--- config.mk ---
export PLATFORM = sky130hd
export DESIGN_NAME = microsecond_delay_tracker_core
export DESIGN_NICKNAME = d
export VERILOG_FILES = /design/src/rtl/mdt_pkg.sv /design/src/rtl/mdt_regs.sv /design/src/rtl/microsecond_delay_tracker_core.sv
export SDC_FILE = /design/constraint.sdc
export NUM_CORES = 2
export LEC_CHECK = 0
export ABC_AREA = 0
export BUFFER_PORTS_ARGS = -buffer_cell sky130_fd_sc_hd__buf_4
export CELL_PAD_IN_SITES_DETAIL_PLACEMENT = 0
export CELL_PAD_IN_SITES_GLOBAL_PLACEMENT = 1
export CORE_MARGIN = 2
export CORE_UTILIZATION = 46
export CTS_CLUSTER_DIAMETER = 150
export DETAILED_ROUTE_END_ITERATION = 7
export GPL_TIMING_DRIVEN = 1
export HOLD_SLACK_MARGIN = 0.06
export MAX_ROUTING_LAYER = met4
export PLACE_DENSITY = 0.75
export SYNTH_ARGS = -nofsm -noshare
export SYNTH_HDL_FRONTEND = slang
export SYNTH_SLANG_ARGS = --single-unit
export TNS_END_PERCENT = 50
--- constraint.sdc ---
create_clock -name clk -period 10.5 [get_ports clk]
set_clock_uncertainty 0.1 [all_clocks]
set_input_delay 0 -clock clk [delete_from_list [all_inputs] [get_ports clk]]
set_output_delay 0 -clock clk [all_outputs]
set_load 0.01 [all_outputs]
--- src/rtl/mdt_pkg.sv ---
package mdt_pkg;

    localparam int ADDR_W   = 3;
    localparam int DATA_W   = 32;
    localparam int TPM_W    = 16;
    localparam int US_W     = 16;
    localparam int TIMER_W  = 16;
    localparam int TAG_W    = 8;
    localparam int TICKS_W  = 23;
    // delay held as us * ticks_per_ms, i.e. ticks scaled by 1000
    localparam int SCALED_W = US_W + TPM_W;
    localparam int EL_SCALED_W = TIMER_W + 10;

    localparam logic [TPM_W-1:0] TPM_RESET  = 16'd922;
    localparam logic             MODE_RESET = 1'b1;

    // register index taken from paddr[2]
    localparam logic REG_TICKS_PER_MS = 1'b0;
    localparam logic REG_AUTO_RELOAD  = 1'b1;

    localparam logic KIND_START  = 1'b0;
    localparam logic KIND_SAMPLE = 1'b1;

    localparam logic [EL_SCALED_W-1:0] TICK_SCALE = 26'd1000;
    localparam logic [SCALED_W:0]      ROUND_ADD  = 33'd999;

    // floor(y / 125) = (y * RECIP_MUL) >> RECIP_SHIFT for y below 2**30
    localparam int RECIP_Y_W   = SCALED_W + 1 - 3;
    localparam int RECIP_M_W   = 31;
    localparam int RECIP_SHIFT = 37;
    localparam logic [RECIP_M_W-1:0] RECIP_MUL = 31'd1099511628;

    typedef struct packed {
        logic [TPM_W-1:0] ticks_per_ms;
        logic             auto_reload_mode;
    } cfg_t;

endpackage

--- src/rtl/mdt_regs.sv ---
module mdt_regs
(
    input  logic                           clk,
    input  logic                           rst_n,
    input  logic                           psel,
    input  logic                           penable,
    input  logic                           pwrite,
    input  logic [mdt_pkg::ADDR_W-1:0]     paddr,
    input  logic [mdt_pkg::DATA_W-1:0]     pwdata,
    output logic [mdt_pkg::DATA_W-1:0]     prdata,
    output logic                           pready,
    output mdt_pkg::cfg_t                  cfg
);

    logic [mdt_pkg::TPM_W-1:0] tpm_reg;
    logic                      mode_reg;
    logic                      wr_en;

    assign pready = 1'b1;
    assign wr_en  = psel && penable && pwrite;

    always_ff @(posedge clk or negedge rst_n)
    begin
        if (!rst_n)
        begin
            tpm_reg  <= mdt_pkg::TPM_RESET;
            mode_reg <= mdt_pkg::MODE_RESET;
        end
        else if (wr_en)
        begin
            unique case (paddr[2])
                mdt_pkg::REG_TICKS_PER_MS: tpm_reg  <= pwdata[mdt_pkg::TPM_W-1:0];
                mdt_pkg::REG_AUTO_RELOAD:  mode_reg <= pwdata[0];
                default:                   tpm_reg  <= tpm_reg;
            endcase
        end
    end

    always_comb
    begin
        unique case (paddr[2])
            mdt_pkg::REG_TICKS_PER_MS:
                prdata = {{(mdt_pkg::DATA_W-mdt_pkg::TPM_W){1'b0}}, tpm_reg};
            mdt_pkg::REG_AUTO_RELOAD:
                prdata = {{(mdt_pkg::DATA_W-1){1'b0}}, mode_reg};
            default:
                prdata = '0;
        endcase
    end

    assign cfg.ticks_per_ms     = tpm_reg;
    assign cfg.auto_reload_mode = mode_reg;

endmodule

--- src/rtl/microsecond_delay_tracker_core.sv ---
// an accepted item beat passes the input register, stage 1 and stage 2 on its way to its result beat
// throughput: one item per cycle while result_stall does not hold the pipeline; the delay state is updated
// as an item leaves the input register, the ticks_left conversion (divide by 1000) is a two-stage pipeline behind it
// reset: idle, no delay armed, ticks_per_ms = 922, auto-reload mode on
module microsecond_delay_tracker_core
(
    input  logic                            clk,
    input  logic                            rst_n,
    input  logic                            psel,
    input  logic                            penable,
    input  logic                            pwrite,
    input  logic [mdt_pkg::ADDR_W-1:0]      paddr,
    input  logic [mdt_pkg::DATA_W-1:0]      pwdata,
    output logic [mdt_pkg::DATA_W-1:0]      prdata,
    output logic                            pready,
    input  logic                            item_valid,
    output logic                            item_stall,
    input  logic                            kind,
    input  logic [mdt_pkg::US_W-1:0]        delay_us,
    input  logic [mdt_pkg::TIMER_W-1:0]     timer_value,
    input  logic [mdt_pkg::TAG_W-1:0]       reload_tag,
    output logic                            result_valid,
    input  logic                            result_stall,
    output logic                            finished,
    output logic [mdt_pkg::TICKS_W-1:0]     ticks_left
);

    localparam int SW  = mdt_pkg::SCALED_W;
    localparam int TW  = mdt_pkg::TIMER_W;
    localparam int PW  = mdt_pkg::RECIP_Y_W + mdt_pkg::RECIP_M_W;

    mdt_pkg::cfg_t cfg;

    mdt_regs u_regs
    (
        .clk     (clk),
        .rst_n   (rst_n),
        .psel    (psel),
        .penable (penable),
        .pwrite  (pwrite),
        .paddr   (paddr),
        .pwdata  (pwdata),
        .prdata  (prdata),
        .pready  (pready),
        .cfg     (cfg)
    );

    // stage valids and handshake
    logic v0_reg, v1_reg, v2_reg;
    logic ready0, ready1, ready2;
    logic fire0;

    assign ready2     = !v2_reg || !result_stall;
    assign ready1     = !v1_reg || ready2;
    assign ready0     = !v0_reg || ready1;
    assign item_stall = !ready0;
    assign fire0      = v0_reg && ready1;

    // input register
    logic                           kind_reg;
    logic [mdt_pkg::US_W-1:0]       us_reg;
    logic [TW-1:0]                  cur_reg;
    logic [mdt_pkg::TAG_W-1:0]      tag_reg;

    always_ff @(posedge clk)
    begin
        if (item_valid && ready0)
        begin
            kind_reg <= kind;
            us_reg   <= delay_us;
            cur_reg  <= timer_value;
            tag_reg  <= reload_tag;
        end
    end

    // delay state
    logic                           waiting_reg, waiting_next;
    logic [SW-1:0]                  rem_reg, rem_next;
    logic [TW-1:0]                  last_timer_reg, last_timer_next;
    logic [mdt_pkg::TAG_W-1:0]      last_tag_reg, last_tag_next;

    logic [TW-1:0]                  elapsed;
    logic [mdt_pkg::EL_SCALED_W-1:0] el_scaled;
    logic [SW-1:0]                  el_wide;
    logic [SW-1:0]                  start_prod;
    logic                           fin_next;
    logic [SW-1:0]                  res_rem_next;

    always_comb
    begin
        if (cfg.auto_reload_mode)
        begin
            if (cur_reg >= last_timer_reg)
                elapsed = cur_reg - last_timer_reg;
            else
                elapsed = cfg.ticks_per_ms - (last_timer_reg - cur_reg);
        end
        else if (tag_reg == last_tag_reg)
        begin
            elapsed = cur_reg - last_timer_reg;
        end
        else
        begin
            // only the ticks since the reload value 65536 - ticks_per_ms
            elapsed = cur_reg + cfg.ticks_per_ms;
        end
    end

    assign el_scaled  = mdt_pkg::EL_SCALED_W'(elapsed) * mdt_pkg::TICK_SCALE;
    assign el_wide    = SW'(el_scaled);
    assign start_prod = SW'(us_reg) * SW'(cfg.ticks_per_ms);

    always_comb
    begin
        waiting_next    = waiting_reg;
        rem_next        = rem_reg;
        last_timer_next = last_timer_reg;
        last_tag_next   = last_tag_reg;
        fin_next        = 1'b0;
        res_rem_next    = '0;
        if (fire0)
        begin
            if (kind_reg == mdt_pkg::KIND_START)
            begin
                if (us_reg == '0)
                begin
                    waiting_next = 1'b0;
                    rem_next     = '0;
                    fin_next     = 1'b1;
                end
                else
                begin
                    waiting_next    = 1'b1;
                    rem_next        = start_prod;
                    last_timer_next = cur_reg;
                    last_tag_next   = tag_reg;
                    res_rem_next    = start_prod;
                end
            end
            else if (waiting_reg)
            begin
                // elapsed >= ceil(rem / 1000) exactly when 1000 * elapsed >= rem
                if (el_wide >= rem_reg)
                begin
                    waiting_next = 1'b0;
                    rem_next     = '0;
                    fin_next     = 1'b1;
                end
                else
                begin
                    rem_next        = rem_reg - el_wide;
                    last_timer_next = cur_reg;
                    last_tag_next   = tag_reg;
                    res_rem_next    = rem_reg - el_wide;
                end
            end
        end
    end

    always_ff @(posedge clk or negedge rst_n)
    begin
        if (!rst_n)
        begin
            waiting_reg    <= 1'b0;
            rem_reg        <= '0;
            last_timer_reg <= '0;
            last_tag_reg   <= '0;
        end
        else
        begin
            waiting_reg    <= waiting_next;
            rem_reg        <= rem_next;
            last_timer_reg <= last_timer_next;
            last_tag_reg   <= last_tag_next;
        end
    end

    // stage 1: scaled remainder of this item
    logic           fin1_reg;
    logic [SW-1:0]  rem1_reg;

    always_ff @(posedge clk)
    begin
        if (fire0)
        begin
            fin1_reg <= fin_next;
            rem1_reg <= res_rem_next;
        end
    end

    // stage 2: ceil(rem / 1000) = floor(floor((rem + 999) / 8) / 125)
    logic [SW:0]                        rounded;
    logic [mdt_pkg::RECIP_Y_W-1:0]      eighth;
    logic [PW-1:0]                      recip_prod;

    assign rounded    = {1'b0, rem1_reg} + mdt_pkg::ROUND_ADD;
    assign eighth     = rounded[SW:3];
    assign recip_prod = PW'(eighth) * PW'(mdt_pkg::RECIP_MUL);

    logic                           fin2_reg;
    logic [mdt_pkg::TICKS_W-1:0]    ticks2_reg;

    always_ff @(posedge clk)
    begin
        if (v1_reg && ready2)
        begin
            fin2_reg   <= fin1_reg;
            ticks2_reg <= recip_prod[mdt_pkg::RECIP_SHIFT +: mdt_pkg::TICKS_W];
        end
    end

    always_ff @(posedge clk or negedge rst_n)
    begin
        if (!rst_n)
        begin
            v0_reg <= 1'b0;
            v1_reg <= 1'b0;
            v2_reg <= 1'b0;
        end
        else
        begin
            if (ready0)
                v0_reg <= item_valid;
            if (ready1)
                v1_reg <= v0_reg;
            if (ready2)
                v2_reg <= v1_reg;
        end
    end

    assign result_valid = v2_reg;
    assign finished     = fin2_reg;
    assign ticks_left   = ticks2_reg;

endmodule
==> flow_metrics.tcl <==
set metrics [dict create \
    h-tree-depth 4 \
    yosysWarnings 0 \
    tritoncts "done" \
    grt_use_total_pct 24.4 \
    grt_pass1_vias 27700 \
    timing.rr.end "ticks_left[22]" \
    cp.required_ns 10.65 \
    final_layout_size_suffix_gt1_share_pct 7.69 \
    min_from "kind" \
    grt_pass1_wl_microns 150000 \
    finalSetupTns_ns 0 \
    grt_max_degree 54 \
    reg2reg_from "rem1_reg[0]" \
    end_kind "flop" \
    fmax_mhz 100 \
    criticalPathCategory "reg -> reg" \
    start_kind "flop" \
    arrival_ns 10.15 \
    dieArea_sq_mm 0.0809 \
    drv_cap 0 \
    final_max_slew_viol_count 0 \
    fin_crit_sh_pct 95.2 \
    status "complete, no violations" \
    post-route-min-period_ns 10.0 \
    ys_types 82 \
    drcViolationCount 0 \
    ant_nets 0 \
    synthCells 3866 \
    core_region_area_sq_mm 0.0777 \
    setup_viol 0 \
    ys_ff_latch 175 \
    cts_root_buf "clkbuf_16" \
    syn_area_sq_mm 0.0362 \
    die_w_microns 284 \
    vias_per_cell 5.17 \
    fin_area_sq_mm 0.0400 \
    row_count 102 \
    async_flop_share_pct 44.0 \
    slowest_stage "or3b_2" \
    cts_setup_buffers 0 \
    slew_headroom_pct 28.6 \
    start_util_pct 46.6 \
    cts_buffers 17 \
    yosysTopAreaCellShare_pct 29.4 \
    reg2reg_slack_ns 0.50 \
    ys.flop_type "edfxtp_1" \
    cpMostUsedCell "fa_1" \
    clk_path_buf_depth 2 \
    grt-ovfl-total 0 \
    synthTopCellsByArea "fa_1 29%, ha_1 21%, inv_1 9.4%" \
    finalHoldViolations 0 \
    synth_edf_count 98 \
    clk_latency_ns 0.51 \
    wire_per_inst_microns 18.2 \
    drt_iter0_drc 1276 \
    antenna_found_initial 0 \
    place_area_sq_mm 0.0386 \
    worstRegToRegCells 32 \
    hpwl_microns 76900 \
    ios 142 \
    diodes 0 \
    port_buffers 106 \
    syn_to_final_growth_pct 10.5 \
    critPathMaxStageDelay_ns 0.56 \
    hold_depth 2 \
    routed_wl_microns 93000 \
    ys_seq_area_share_pct 13.5 \
    nets 5266 \
    rsz0062_at_grt "false" \
    place_congestion 0.923 \
    holdPathEnd "kind_reg" \
    path_max_fanout 6 \
    tightestPinTransition_ns 1.07 \
    path_clk_slew_ns 0.09 \
    yosysTopAreaCell "fa_1" \
    min_path_type "in -> reg" \
    fillers 7291 \
    cts_num_sinks 175 \
    die_y_microns 284 \
    drtPass1Iterations 5 \
    syn_avg_cell_area_sq_um 9.36 \
    vias 26400 \
]
-- critical path: cells and delay by family, from the launching register on --
| family | cells | cell delay, ns |
|---|---|---|
| AND/OR/NAND/NOR | 9 | 2.29 |
| flip-flops | 1 | 0.41 |
| XOR/XNOR | 2 | 0.51 |
| buffers and inverters | 6 | 0.57 |
| AO/OA/AOI/OAI | 6 | 1.86 |
| adder cells (fa/ha/maj) | 9 | 4.00 |
-- placed cells by master, fill, tap and decap left out, types with 78 or more instances in the layout --
cell | netlist | routed
xnor2_1 | 100 | 98
a21oi_1 | 135 | 134
edfxtp_1 | 98 | 98
inv_1 | 905 | 904
a21o_1 | 78 | 78
nand2_1 | 326 | 325
o21ai_0 | 98 | 95
and2_1 | 102 | 101
fa_1 | 532 | 532
nor2_1 | 120 | 119
buf_4 | 18 | 199
ha_1 | 594 | 594
-- timing repair --
| action | 4_1_cts | 5_1_grt |
|---|---|---|
| resized for setup | 0 | 17 |
| endpoints found under the setup margin | 0 | 82 |
| hold endpoints to repair | 161 | 0 |
| hold buffers | 65 | 0 |
-- layout make-up --
| class | instances | area [sq um] | share of cell area (%) |
|---|---|---|---|
| Clock buffer | 21 | 482 | 1.20 |
| Clock inverter | 11 | 119 | 0.297 |
| Sequential cell | 175 | 4880 | 12.2 |
| Multi-Input combinational cell | 2691 | 27600 | 69.0 |
| Inverter | 905 | 3400 | 8.50 |
| Tap cell | 1040 | 1300 | 3.25 |
| Timing Repair Buffer | 267 | 2210 | 5.53 |
-- worst max path at each step --
stage	from	end	slack [ns]
after global placement	u_regs.tpm_reg[1]	last_tag_reg[6]	0.36
after floorplan	u_regs.tpm_reg[1]	rem1_reg[17]	0.48
after CTS	u_regs.tpm_reg[1]	last_tag_reg[4]	0.25
after global routing	u_regs.tpm_reg[1]	rem1_reg[18]	0.01
final	rem1_reg[0]	ticks_left[22]	0.50
after detailed placement	u_regs.tpm_reg[1]	last_tag_reg[4]	0.29
-- metrics by stage --
step           setup WS (ns)  hold slack (ns)  instances  util [%]
2_1_floorplan          0.485           -0.396       3881         -
3_5_place_dp           0.294           -0.171       5012      49.7
3_3_place_gp           0.362           -0.168       5012      49.7
6_report               0.504            0.109       5110      51.4
4_1_cts                0.249           0.0736       5109      51.3
5_1_grt               0.0106           0.0802       5110      51.4
-- cell families (layout without fill, tap and decap cells) --
kind of cell,Yosys count,in the layout,share of synthesized area [%]
buffers and inverters,1015,1204,10.7
XOR/XNOR,163,163,3.94
multiplexers,58,58,1.72
adder cells (fa/ha/maj),1127,1127,50.0
other,2,17,0.0208
flip-flops,175,175,13.5
AND/OR/NAND/NOR,805,805,10.7
AO/OA/AOI/OAI,521,521,9.46
-- cell usage after synthesis (all sizes together) (55+ instances only) --
cell type	n
fa	532
ha	594
a21o	78
inv	905
edfxtp	98
xnor2	100
o21ai	103
nor2	120
xor2	63
nand2	326
and2	103
clkbuf	86
nand3	55
dfrtp	70
a21oi	136
-- routing by layer --
metal / wire (microns) / global-route usage [%]
met5: 0 / -
met4: 1920 / 5.30
met3: 3310 / 2.63
met2: 46100 / 41.3
met1: 41700 / 31.6
Power is not shown: default switching activity piles up to over one toggle a cycle in this logic, so the estimate is an artifact.
